==> config.mk <==
export PLATFORM = sky130hd
export DESIGN_NAME = polar_to_hbridge_drive_mix_unit
export DESIGN_NICKNAME = d
export VERILOG_FILES = /design/src/hdl/phdm_pkg.sv /design/src/hdl/phdm_polar_part.sv /design/src/hdl/phdm_duty_select.sv /design/src/hdl/polar_to_hbridge_drive_mix_unit.sv
export SDC_FILE = /design/constraint.sdc
export NUM_CORES = 1
export LEC_CHECK = 0
export BUFFER_PORTS_ARGS = -buffer_cell sky130_fd_sc_hd__buf_4
export CAP_MARGIN = 20
export CORE_MARGIN = 5
export CORE_UTILIZATION = 52
export DETAILED_ROUTE_END_ITERATION = 6
export PLACE_DENSITY = 0.8
export SYNTH_ARGS = -nofsm -noshare
export SYNTH_HDL_FRONTEND = slang
export SYNTH_HIERARCHICAL = 1
export SYNTH_SLANG_ARGS = --single-unit
==> constraint.sdc <==
create_clock -name i_clk -period 13.1 [get_ports i_clk]
set_clock_uncertainty 0.1 [all_clocks]
set_input_delay 0 -clock i_clk [delete_from_list [all_inputs] [get_ports i_clk]]
set_output_delay 0 -clock i_clk [all_outputs]
set_load 0.02 [all_outputs]
==> src/hdl/phdm_pkg.sv <==
// Package for the polar joystick to H-bridge duty mixer.
// Holds the shared types, angle and level constants, the duty scaling table
// and the sine series used to build the quarter-wave sine table.
`default_nettype none

package phdm_pkg;

    // Default sine table precision (fraction bits of the Q1.F entries)
    localparam int unsigned SINE_FRACTION_BITS_DEF = 16;

    // Angle landmarks in whole degrees
    localparam logic [9:0] QUARTER_DEG       = 10'd90;
    localparam logic [9:0] HALF_DEG          = 10'd180;
    localparam logic [9:0] THREE_QUARTER_DEG = 10'd270;
    localparam logic [9:0] FULL_DEG          = 10'd360;

    // Spin-in-place windows
    localparam logic [8:0] SPIN_FWD_LO = 9'd15;
    localparam logic [8:0] SPIN_FWD_HI = 9'd345;
    localparam logic [8:0] SPIN_BWD_LO = 9'd165;
    localparam logic [8:0] SPIN_BWD_HI = 9'd195;

    // Level clamp and full-scale duty
    localparam int unsigned LEVEL_MAX = 100;
    localparam int unsigned DUTY_FULL = 255;

    // pi/180 in Q60 source constant and Taylor divisors (2k)(2k+1)
    localparam logic [63:0] PI_Q60 = 64'h3243F6A8885A308D;
    localparam logic [63:0] DEG_TO_RAD_Q60 = PI_Q60 / 64'd180;
    localparam logic [63:0] TAYLOR_DIV [1:10] = '{
        64'd6, 64'd20, 64'd42, 64'd72, 64'd110,
        64'd156, 64'd210, 64'd272, 64'd342, 64'd420
    };

    // One product term: magnitude and direction
    typedef struct packed {
        logic [6:0] mag;
        logic       neg;
    } t_polar;

    // The four bridge duties, held between beats
    typedef struct packed {
        logic [7:0] left_a;
        logic [7:0] left_b;
        logic [7:0] right_a;
        logic [7:0] right_b;
    } t_duties;

    // Level to duty table: level * 255 / 100, truncated
    typedef logic [7:0] t_scale_lut [0:LEVEL_MAX];

    function automatic t_scale_lut build_scale_lut();
        t_scale_lut lut;
        for (int unsigned i = 0; i <= LEVEL_MAX; i++) begin
            lut[i] = 8'((i * DUTY_FULL) / LEVEL_MAX);
        end
        return lut;
    endfunction

    localparam t_scale_lut SCALE_LUT = build_scale_lut();

    // sin(d degrees) in Q30 by an eleven-term Taylor series; elaboration only
    function automatic logic [63:0] sine_q30(input int unsigned d);
        logic [63:0] x;
        logic [63:0] x2;
        logic [63:0] term;
        logic [63:0] sum;
        x    = (64'(d) * DEG_TO_RAD_Q60) >> 30;
        x2   = (x * x) >> 30;
        term = x;
        sum  = x;
        for (int unsigned k = 1; k <= 10; k++) begin
            term = (term * x2) >> 30;
            term = term / TAYLOR_DIV[k];
            if (k[0]) begin
                sum = sum - term;
            end else begin
                sum = sum + term;
            end
        end
        return sum;
    endfunction

endpackage

`default_nettype wire

==> src/hdl/phdm_polar_part.sv <==
// One polar product: trunc(speed * sin(angle)) as magnitude and sign.
// Folds the angle onto a quarter-wave sine table built at elaboration.
// Depends on phdm_pkg.
`default_nettype none

module phdm_polar_part #(
    parameter int unsigned SINE_FRACTION_BITS = phdm_pkg::SINE_FRACTION_BITS_DEF
) (
    input  logic [6:0]       i_speed,
    input  logic [9:0]       i_angle,
    output phdm_pkg::t_polar o_part
);
    import phdm_pkg::*;

    localparam int unsigned SW     = SINE_FRACTION_BITS + 1;
    localparam int unsigned PW     = SW + 7;
    localparam int unsigned RND_SH = 30 - SINE_FRACTION_BITS;
    localparam int unsigned QDEG   = 90;

    typedef logic [SW-1:0] t_sine_rom [0:QDEG];

    // Round each Q30 entry to nearest, ties up, at the table precision
    function automatic t_sine_rom build_rom();
        t_sine_rom rom;
        for (int unsigned d = 0; d <= QDEG; d++) begin
            rom[d] = SW'((sine_q30(d) + (64'd1 << (RND_SH - 1))) >> RND_SH);
        end
        return rom;
    endfunction

    localparam t_sine_rom SINE_ROM = build_rom();

    logic [9:0]    angle_mod;
    logic [6:0]    fold_deg;
    logic          fold_neg;
    logic [SW-1:0] sine;
    logic [PW-1:0] prod;
    logic [6:0]    mag;

    // Wrap to one turn; the input never reaches two turns
    assign angle_mod = (i_angle >= FULL_DEG) ? (i_angle - FULL_DEG) : i_angle;

    // Fold onto the first quadrant and note the sign
    always_comb begin
        if (angle_mod <= QUARTER_DEG) begin
            fold_deg = 7'(angle_mod);
            fold_neg = 1'b0;
        end else if (angle_mod <= HALF_DEG) begin
            fold_deg = 7'(HALF_DEG - angle_mod);
            fold_neg = 1'b0;
        end else if (angle_mod <= THREE_QUARTER_DEG) begin
            fold_deg = 7'(angle_mod - HALF_DEG);
            fold_neg = 1'b1;
        end else begin
            fold_deg = 7'(FULL_DEG - angle_mod);
            fold_neg = 1'b1;
        end
    end

    // Look up, multiply and drop the fraction
    assign sine = SINE_ROM[fold_deg];
    assign prod = PW'(i_speed) * PW'(sine);
    assign mag  = 7'(prod >> SINE_FRACTION_BITS);

    // A zero product carries no sign
    assign o_part.mag = mag;
    assign o_part.neg = fold_neg && (mag != 7'd0);

endmodule

`default_nettype wire

==> src/hdl/phdm_duty_select.sv <==
// Duty selection: spin windows, quadrant steering, clamp and scale.
// Holds the previous duties when forward or turn is zero off the windows.
// Depends on phdm_pkg.
`default_nettype none

module phdm_duty_select (
    input  logic              i_moving,
    input  logic [8:0]        i_angle_deg,
    input  phdm_pkg::t_polar  i_fwd,
    input  phdm_pkg::t_polar  i_turn,
    input  phdm_pkg::t_duties i_held,
    output phdm_pkg::t_duties o_duties
);
    import phdm_pkg::*;

    localparam logic [7:0] LEVEL_MAX_W = 8'(LEVEL_MAX);

    logic [7:0] sum;
    logic [6:0] lvl_both;
    logic [6:0] lvl_fwd;
    logic [7:0] both;
    logic [7:0] fonly;
    logic       fpos;
    logic       tpos;
    logic       spin_fwd;
    logic       spin_bwd;

    // Clamp both levels to full scale and convert to duty
    assign sum      = {1'b0, i_fwd.mag} + {1'b0, i_turn.mag};
    assign lvl_both = (sum > LEVEL_MAX_W) ? 7'(LEVEL_MAX) : sum[6:0];
    assign lvl_fwd  = ({1'b0, i_fwd.mag} > LEVEL_MAX_W) ? 7'(LEVEL_MAX) : i_fwd.mag;
    assign both     = SCALE_LUT[lvl_both];
    assign fonly    = SCALE_LUT[lvl_fwd];

    assign fpos = (i_fwd.mag != 7'd0) && !i_fwd.neg;
    assign tpos = (i_turn.mag != 7'd0) && !i_turn.neg;

    assign spin_fwd = (i_angle_deg <= SPIN_FWD_LO) || (i_angle_deg >= SPIN_FWD_HI);
    assign spin_bwd = (i_angle_deg >= SPIN_BWD_LO) && (i_angle_deg <= SPIN_BWD_HI);

    // Pick direction pins and which side gets the combined level
    always_comb begin
        o_duties = i_held;
        if (!i_moving) begin
            o_duties = '0;
        end else if (spin_fwd) begin
            o_duties = '{left_a: 8'd0, left_b: both, right_a: both, right_b: 8'd0};
        end else if (spin_bwd) begin
            o_duties = '{left_a: both, left_b: 8'd0, right_a: 8'd0, right_b: both};
        end else if (i_fwd.neg && tpos) begin
            o_duties = '{left_a: both, left_b: 8'd0, right_a: fonly, right_b: 8'd0};
        end else if (i_fwd.neg && i_turn.neg) begin
            o_duties = '{left_a: fonly, left_b: 8'd0, right_a: both, right_b: 8'd0};
        end else if (fpos && tpos) begin
            o_duties = '{left_a: 8'd0, left_b: both, right_a: 8'd0, right_b: fonly};
        end else if (fpos && i_turn.neg) begin
            o_duties = '{left_a: 8'd0, left_b: fonly, right_a: 8'd0, right_b: both};
        end
    end

endmodule

`default_nettype wire

==> src/hdl/polar_to_hbridge_drive_mix_unit.sv <==
// Top level of the polar joystick to H-bridge duty mixer.
// Input register, sine/cosine products, duty selection and result register.
// Depends on phdm_pkg, phdm_polar_part and phdm_duty_select.
//
//  channel | signals                                      | direction
//  --------+----------------------------------------------+----------
//  in      | i_in_valid, o_in_ready, i_speed, i_angle_deg | sink
//  out     | o_out_valid, i_out_ready, o_left_duty_a/b,   | source
//          | o_right_duty_a/b, o_moving                   |
//
// Each beat passes the input register, then the result register; one beat per
// cycle unless the result stalls; lookup, multiply and selection are in between.
// Synchronous active-low reset empties both stages and clears the held duties.
// A stalled result holds in its register; the input stage keeps accepting
// while the result register is free or being emptied in the same cycle.
`default_nettype none

module polar_to_hbridge_drive_mix_unit #(
    parameter int unsigned SINE_FRACTION_BITS = phdm_pkg::SINE_FRACTION_BITS_DEF
) (
    input  logic       i_clk,
    input  logic       i_rst_n,
    input  logic       i_in_valid,
    output logic       o_in_ready,
    input  logic [6:0] i_speed,
    input  logic [8:0] i_angle_deg,
    output logic       o_out_valid,
    input  logic       i_out_ready,
    output logic [7:0] o_left_duty_a,
    output logic [7:0] o_left_duty_b,
    output logic [7:0] o_right_duty_a,
    output logic [7:0] o_right_duty_b,
    output logic       o_moving
);
    import phdm_pkg::*;

    logic       r_in_valid;
    logic [6:0] r_speed;
    logic [8:0] r_angle;
    logic       r_out_valid;
    t_duties    r_duties;
    logic       r_moving;

    t_duties    n_duties;
    logic       n_moving;
    t_polar     fwd;
    t_polar     turn;
    logic       out_adv;
    logic       in_ready;

    // Advance the result stage when it is empty or being taken
    assign out_adv  = !r_out_valid || i_out_ready;
    assign in_ready = !r_in_valid || out_adv;

    // Input register
    always_ff @(posedge i_clk) begin
        if (!i_rst_n) begin
            r_in_valid <= 1'b0;
        end else if (in_ready) begin
            r_in_valid <= i_in_valid;
        end
    end

    always_ff @(posedge i_clk) begin
        if (in_ready && i_in_valid) begin
            r_speed <= i_speed;
            r_angle <= i_angle_deg;
        end
    end

    // Forward from sine, turn from cosine (angle plus a quarter turn)
    phdm_polar_part #(
        .SINE_FRACTION_BITS(SINE_FRACTION_BITS)
    ) u_fwd (
        .i_speed (r_speed),
        .i_angle ({1'b0, r_angle}),
        .o_part  (fwd)
    );

    phdm_polar_part #(
        .SINE_FRACTION_BITS(SINE_FRACTION_BITS)
    ) u_turn (
        .i_speed (r_speed),
        .i_angle ({1'b0, r_angle} + QUARTER_DEG),
        .o_part  (turn)
    );

    assign n_moving = (r_speed != 7'd0);

    phdm_duty_select u_select (
        .i_moving    (n_moving),
        .i_angle_deg (r_angle),
        .i_fwd       (fwd),
        .i_turn      (turn),
        .i_held      (r_duties),
        .o_duties    (n_duties)
    );

    // Result register; its duties are also the held state
    always_ff @(posedge i_clk) begin
        if (!i_rst_n) begin
            r_out_valid <= 1'b0;
            r_duties    <= '0;
            r_moving    <= 1'b0;
        end else if (out_adv) begin
            r_out_valid <= r_in_valid;
            if (r_in_valid) begin
                r_duties <= n_duties;
                r_moving <= n_moving;
            end
        end
    end

    assign o_in_ready     = in_ready;
    assign o_out_valid    = r_out_valid;
    assign o_left_duty_a  = r_duties.left_a;
    assign o_left_duty_b  = r_duties.left_b;
    assign o_right_duty_a = r_duties.right_a;
    assign o_right_duty_b = r_duties.right_b;
    assign o_moving       = r_moving;

endmodule

`default_nettype wire

Yosys cells after proc, flatten, opt, wreduce, memory -nomap -nowiden

Memory sizes are Yosys's and may differ from the RTL's.
Index checks and enable logic that the tools add are counted.

Memories: 4
Bits in writable memories: 0
Logic and storage cells: 99
Bits of input ports: 20
Latch bits: 0
Output and inout port bits: 35
Memory bits (read-only): 6400
Register bits: 51

Add/subtract/negate cells: 10
Eq/ne operators: 1
Divide/modulo/power cells: 0
Reduce and logical (&&, ||, !) cells: 22
Bitwise operators: 4
Multiplexer cells: 29
Multiply operators: 2
Shift operators: 0
Magnitude comparators: 18

Memory list:

| memory           | depth | bits a word | read ports | clocked after Yosys merged registers in | write ports | RTL line               | source |
|---|---|---|---|---|---|---|---|
| (name not given) | 128   | 17          | 1          | 0                                       | 0           | phdm_polar_part.sv:61  | `assign sine = SINE_ROM[fold_deg];` |
| (name not given) | 128   | 17          | 1          | 0                                       | 0           | phdm_polar_part.sv:61  |  |
| (name not given) | 128   | 8           | 1          | 0                                       | 0           | phdm_duty_select.sv:32 | `assign both = SCALE_LUT[lvl_both];` |
| (name not given) | 128   | 8           | 1          | 0                                       | 0           | phdm_duty_select.sv:33 | `assign fonly = SCALE_LUT[lvl_fwd];` |

Operator list:

| operator                                                               | count |
|---|---|
| 32-bit two-way mux                                                     | 7 |
| 17-bit two-way mux                                                     | 4 |
| 7-bit two-way mux                                                      | 8 |
| 7-bit by 17-bit multiplier with 23-bit output                          | 2 |
| 8-bit >= comparator, second input constant                             | 4 |
| 8-bit two-way mux                                                      | 4 |
| 7-bit NOT with 8-bit output                                            | 4 |
| 7-bit nonzero test                                                     | 3 |
| 10-bit by 7-bit <= comparator with 1-bit output, second input constant | 2 |
| 10-bit by 8-bit <= comparator with 1-bit output, second input constant | 2 |
| 10-bit by 9-bit <= comparator with 1-bit output, second input constant | 2 |
| 10-bit two-way mux                                                     | 2 |
| 9-bit >= comparator, second input constant                             | 2 |
| 6-bit by 7-bit subtractor with 7-bit output, first input constant      | 2 |
| 7-bit by 6-bit subtractor with 7-bit output, second input constant     | 2 |
| 7-bit subtractor, first input constant                                 | 2 |
| 9-bit by 7-bit adder with 10-bit output, second input constant         | 1 |
| 10-bit by 9-bit >= comparator with 1-bit output, second input constant | 1 |
| 1-bit logical AND                                                      | 10 |
| 10-bit by 9-bit subtractor with 10-bit output, second input constant   | 1 |
| 9-bit by 9-bit subtractor with 10-bit output, second input constant    | 1 |
| 9-bit by 8-bit >= comparator with 1-bit output, second input constant  | 1 |
| 9-bit by 4-bit <= comparator with 1-bit output, second input constant  | 1 |
| 9-bit by 8-bit <= comparator with 1-bit output, second input constant  | 1 |
| other kinds (9)                                                        | 17 |

Depth between registers and ports, before layout

Gate-level depths: netlist of the first run.

Word-level depth: 26
Mapped depth: 66

Hierarchy

Netlist of the first run, hierarchy kept.

Modules (own cells, without submodules):

| module                          | area each (µm²) | sequential area each (µm²) | cells an instance | times used |
|---|---|---|---|---|
| phdm_polar_part at u_fwd        | 6606.3          | 0.0                        | 894               | 1 |
| phdm_polar_part at u_turn       | 6570.1          | 0.0                        | 927               | 1 |
| phdm_duty_select                | 4204.0          | 0.0                        | 638               | 1 |
| polar_to_hbridge_drive_mix_unit | 2062.0          | 1181.1                     | 199               | 1 |

Worst setup path after synthesis of the first run

OpenSTA, ideal clock, no wires.

Path type: register -> register
Start: register r_angle[2]
End: register r_duties, in the netlist o_right_duty_b[1]
Cell stages (with the launch flop): 59
Arrival time: 13059 ps
Period minus slack after synthesis: 13229 ps
Path buffers: 4
Path slack: -129 ps
Data required time: 12930 ps
Cell sequence: edfxtp_1 > ha_1 > or3_4 > a21oi_2 > xnor2_1 > clkbuf_1 > a21oi_1 > a21oi_1 > a31o_2 > inv_1 > ha_1 > a21o_1 > o221ai_1 > a32oi_1 > nor3_1 > nor2_1 > inv_2 > clkbuf_1 > (+23 left out) > ha_1 > inv_1 > fa_1 > and2b_1 > o22a_2 > xnor2_2 > nand3_1 > a21oi_1 > nand2b_1 > ha_1 > clkbuf_1 > a22oi_1 > mux2_2 > o221ai_4 > a21oi_2 > o31ai_2 > nand3_1 > a21boi_1

RTL lines:

| item                   | RTL line                               | source |
|---|---|---|
| from (decl)            | polar_to_hbridge_drive_mix_unit.sv:39  | `logic [8:0] r_angle;` |
| from (signal assigned) | polar_to_hbridge_drive_mix_unit.sv:67  | `r_angle <= i_angle_deg;` |
| to (signal assigned)   | polar_to_hbridge_drive_mix_unit.sv:108 | `r_duties <= n_duties;` |
| to (decl)              | polar_to_hbridge_drive_mix_unit.sv:41  | `t_duties r_duties;` |

==> impl_metrics.ini, run 1 <==
[cells_and_area]
post_route_cells_drive_above_1_share = 0.203
fin_util = 0.626
final_cell_mix = buf_4 (294), nand2_1 (280), inv_1 (195)
diodes = 0
nets = 3124
final_common_cell = buf_4
area_delta_synth_final_pct = 18.5
finish.instance_area_mm2 = 0.0230

[synthesis]
synth-adder-area-share = 0.238
synth_top_family_by_area = compound AO/OA/AOI/OAI gates
synth_edf_count = 16
syn_avg_cell_area_um2 = 7.31
synth_top_area_frac = 0.149
synth.area.top_cells = fa_1 (15%), ha_1 (8.9%), nand2_1 (5.5%)
yosys.area.top_type = fa_1
ys.flop_type = dfxtp_1
synthSimpleGateAreaFrac = 0.248
syn_inst = 2658
yosysSeqAreaShare = 0.0608
async_reset_ff_frac = 0
yosysWarnings = 6
ys_types = 136
synthXorXnorAreaFrac = 0.0237
synthMuxAreaShare = 0.0130
netlist_area_mm2 = 0.0194
synth_compound_area_frac = 0.335
synth-seq-cells = 51

[drt]
vias = 22500
drtPass1Iterations = 7
drt_wl_total_mm = 74.1
drtAntennaViolNets = 0
avgRoutedWirePerCell_um = 22.5
vias_per_cell = 6.83
drc = 1
drt-initial-drc-count = 2865

[grt]
grt_use_total = 0.331
antenna_found_initial = 0
overflow = 0
grt_pass1_wl_mm = 114
grt_pass1_vias = 21000
grt_start_max_net_pins = 36

[worst_setup_path]
cpPeakStageDelay_ns = 0.56
crit_path_max_fanout = 8
slowest_stage = or4_4
cp_data_arrival_time_ns = 13.15
crit_path_end_kind = flip-flop
critPathKind = reg -> reg
crit_family = compound AO/OA/AOI/OAI gates
path_buf_inv = 7
cp.required_ns = 13.24
start_kind = flip-flop

[placement]
gp_congestion = 1.01
dp_hpwl_mm = 54.6
port-buffer-count = 54
postPlaceCellArea_mm2 = 0.0213
dp_slack_ns = -0.508

[timing]
holdWs_ns = 0.0226
drv_slew = 0
period_share = 0.994
rsz0062_at_grt = yes
setup_viol = 0
fin_ws_ns = 0.0841
slew_headroom = 0.246
fin_crit_ns = 13.02
max_freq_mhz = 76.8
final_hold_viol_count = 0
tightest_slew_ns = 1.12

[die]
die_y_um = 203
start_util = 0.529
die-area_mm2 = 0.0414
core_mm2 = 0.0368
ios = 55
fp-row-count = 70
die_x_um = 203

[clock_network]
cts.htree.levels = 2
cts_made_buffers = 5
clockBufferDepth = 2
path_clk_slew_ns = 0.07
cts_root_buffer = clkbuf_16
cts_sinks = 51
worstSkewPairLatency_ns = 0.29
cts_tree = done

[worst_hold_path]
hold_path_class = in -> reg

[run_status]
violations = DRC
status = complete, but fails checks

[flow_run]
drv_cap = 0
[sequential cells by signal, indices dropped and copies added (netlist names)]
register	count
o_right_duty_b	8
o_moving	1
r_angle	9
r_speed	7
r_in_valid	1
o_right_duty_a	8
o_left_duty_b	8
o_left_duty_a	8
o_out_valid	1
[kinds of logic after synthesis]
group	Yosys count
xor gates and xnor gates	45
muxes	21
buffers and inverters	384
adders and majority gates	283
and+or+nand+nor	966
DFF	51
other	1
AOI/OAI and AO/OA	907
[metal layers]
metal | share of wire | wire (um) | GRT usage | vias to the layer above
li1 | - | - | - | 10000
met2 | 0.46 | 34400 | 0.547 | 1457
met3 | 0.097 | 7220 | 0.0537 | 269
met4 | 0.046 | 3390 | 0.122 | 0
met1 | 0.39 | 29100 | 0.437 | 10700
met5 | 0 | 0 | 0 | -
[worst reg2reg max path: cells and delay by family, from the launching register on]
family	cells	cell delay, ns
AOI/OAI and AO/OA	24	5.09
and+or+nand+nor	15	2.72
buffers and inverters	7	0.95
DFF	1	0.40
xor gates and xnor gates	1	0.42
muxes	1	0.18
adders and majority gates	8	3.10
[Yosys cell counts, drive strengths merged (27+ instances only)]
cell type  instances
nand2            288
inv              203
nor2             201
o21ai            200
a21oi            175
fa               145
ha               138
and2             120
clkbuf           119
nand3             95
nor3              65
buf               61
a211oi            56
o211ai            55
a31oi             45
a21boi            42
nand2b            37
dfxtp             35
nor2b             35
a21o              34
xnor2             29
a221oi            27
[per-stage QoR]
stage	cells	TNS, ns
floorplan	2659	0
global placement	3204	-0.0647
detailed placement	3204	-5.25
CTS	3229	0
global route	3290	-4.84
finish	3290	0
[layout make-up]
type	count	area, um2
clock inverter	3	18.8
fill	3258	13700
clock buffer	5	125
multi-input combinational	2225	17600
timing repair buffer	334	2760
tap	468	586
sequential	51	1180
inverter	204	776
[final timing paths]
kind,from,end,slack [ns],cells past startpoint
min,i_rst_n,o_moving$_SDFFE_PN0P_,0.02,2
max reg2reg,r_angle[6]$_DFFE_PP_,o_right_duty_a[2]$_SDFFE_PN0P_,0.08,56
min reg2reg,o_left_duty_b[0]$_SDFFE_PN0P_,o_left_duty_b[0]$_SDFFE_PN0P_,0.40,2
max,r_angle[6]$_DFFE_PP_,o_right_duty_a[2]$_SDFFE_PN0P_,0.08,56
[repair_timing]
action	CTS	global route
gates resized for setup	16	178
hold buffers	17	0
buffers inserted	0	58
endpoints found under the hold margin	17	0
gates cloned	0	3
endpoints found under the setup margin	31	32
pin swaps	0	65
Power of run 1 is left out: the tool's default activity adds up to more than one toggle a clock period on the data nets, which glitch-free logic cannot reach.
==> inputs of run 2 (changes only) <==
--- a/config.mk
+++ b/config.mk
@@ -5,7 +5,7 @@
 export SDC_FILE = /design/constraint.sdc
 export NUM_CORES = 1
 export LEC_CHECK = 0
-export BUFFER_PORTS_ARGS = -buffer_cell sky130_fd_sc_hd__buf_4
+export BUFFER_PORTS_ARGS = -buffer_cell sky130_fd_sc_hd__buf_2
 export CAP_MARGIN = 20
 export CORE_MARGIN = 5
 export CORE_UTILIZATION = 52
==> run 2 against run 1 <==
Compared with the run above: clock-buffer cell count rose by 1; critical path depth fell by 4; fmax grew 1.9%; final cell count is 0.40% lower; worst hold slack gained 0.10 ns; design area decreased by 1.9%; flip-flop and latch count is the same; highest routed layer unchanged; via count down 1.1%; wire length fell by 2.2%; first-iteration DRC count decreased by 12%; the flow now finishes without violations; register-to-register slack improved by 0.24 ns.
==> impl_metrics.ini, run 2 (synthesized netlist as in run 1, its figures left out) <==
[run_status]
status = finished clean

[die]
start_util = 0.529
die_y_um = 203
core_mm2 = 0.0368
die-area_mm2 = 0.0414
die_x_um = 203
ios = 55
fp-row-count = 70

[drt]
drt_wl_total_mm = 72.5
drt-initial-drc-count = 2516
drtPass1Iterations = 6
vias = 22200
drtAntennaViolNets = 0
vias_per_cell = 6.79
avgRoutedWirePerCell_um = 22.1
drc = 0

[worst_setup_path]
r2r_setup_slack_ns = 0.32
critPathKind = reg -> reg
cp.required_ns = 13.24
r2r_start = r_angle[2]$_DFFE_PP_
crit_path_end_kind = flip-flop
crit_family = compound AO/OA/AOI/OAI gates
slowest_stage = fa_1
path_buf_inv = 8
crit_path_frequent_cell = fa_1
cp_data_arrival_time_ns = 12.92
cpPeakStageDelay_ns = 0.53
reg2reg_depth = 52
r2r_end = o_left_duty_b[2]$_SDFFE_PN0P_
crit_path_max_fanout = 9
start_kind = flip-flop

[cells_and_area]
area_delta_synth_final_pct = 16.3
n_fill_cell = 3317
nets = 3110
post_route_cells_drive_above_1_share = 0.188
top_register = r_angle
largest_reg_flops = 9
final_cell_mix = nand2_1 (282), buf_4 (231), nor2_1 (194), inv_1 (194), o21ai_0 (167)
final_common_cell = nand2_1

[grt]
antenna_found_initial = 1
grt_use_total = 0.330
use_met2 = 0.548
overflow = 0
grt_pass1_vias = 21400
use_met3 = 0.0437
grt_pass1_wl_mm = 114
grt_busiest_layer = met2
grt_start_max_net_pins = 37
grtUsageMet1 = 0.437

[timing]
period_share = 0.975
drv_slew = 0
tightest_slew_ns = 1.10
max_freq_mhz = 78.3
holdWs_ns = 0.124
setup_viol = 0
final_hold_viol_count = 0
slew_headroom = 0.266
fin_crit_ns = 12.78

[clock_network]
cts_sinks = 51
cts_tree = done
cts.htree.levels = 2
clockBufferDepth = 2
path_clk_slew_ns = 0.07
cts_made_buffers = 5
cts_root_buffer = clkbuf_16
worstSkewPairLatency_ns = 0.31

[worst_hold_path]
hold_end = o_moving$_SDFFE_PN0P_
hold_path_class = in -> reg
min_from = i_rst_n
whs_path_depth = 2

[flow_run]
drv_cap = 0

[placement]
port-buffer-count = 54
dp_hpwl_mm = 54.0
gp_congestion = 0.999
[run 2: changes by cell type in the layout (fill, tap and decap cells not counted), moves of 8 or more]
cell / delta
nor2_2: -12
buf_2: +53
nor2_1: +13
buf_4: -63
a21oi_1: +8
[run 2: area by class of cell]
type / instances / area (um2) / area share
timing repair buffer: 321 / 2510 / 0.111
inverter: 204 / 769 / 0.0340
tap: 468 / 586 / 0.0259
sequential: 51 / 1180 / 0.0523
clock inverter: 2 / 13.8 / 0.000609
multi-input combinational: 2224 / 17400 / 0.770
antenna: 1 / 2.50 / 0.000111
clock buffer: 6 / 139 / 0.00614
[run 2: worst max-delay path by stage]
stage / slack [ns] / end / start / cells after the start
4_1_cts: 0.0002 / o_right_duty_a[2]$_SDFFE_PN0P_ / r_angle[2]$_DFFE_PP_ / 59
2_1_floorplan: 0.13 / o_right_duty_b[1]$_SDFFE_PN0P_ / r_angle[2]$_DFFE_PP_ / 59
6_report: 0.32 / o_left_duty_b[2]$_SDFFE_PN0P_ / r_angle[2]$_DFFE_PP_ / 52
3_5_place_dp: -0.32 / o_right_duty_a[2]$_SDFFE_PN0P_ / r_angle[2]$_DFFE_PP_ / 57
3_3_place_gp: -0.03 / o_left_duty_b[2]$_SDFFE_PN0P_ / r_angle[2]$_DFFE_PP_ / 53
5_1_grt: -0.31 / o_right_duty_a[2]$_SDFFE_PN0P_ / r_angle[4]$_DFFE_PP_ / 57
[run 2: through the flow]
stage	setup WS, ns	util	instance area (um2)	setup TNS (ns)	std cells
global placement	-0.0334	0.578	21300	-0.0612	3212
global route	-0.307	0.614	22600	-2.07	3277
finish	0.325	0.614	22600	0	3277
floorplan	0.129	-	19500	0	2659
CTS	0.000217	0.590	21700	0	3240
detailed placement	-0.324	0.578	21300	-1.99	3212
[run 2: what timing repair did]
action / in CTS / in global routing
hold endpoints to repair: 17 / 0
setup endpoints to repair: 17 / 32
hold buffers: 17 / 0
cloned: 0 / 2
pin swaps: 2 / 40
resized for setup: 15 / 125
buffers inserted: 3 / 34
[run 2: metal layers]
layer | share of wire | vias to the layer above
met3 | 0.092 | 276
met5 | 0 | -
met1 | 0.40 | 10600
met2 | 0.46 | 1360
met4 | 0.049 | 0
li1 | - | 9986
Power of run 2 is left out for the same reason.
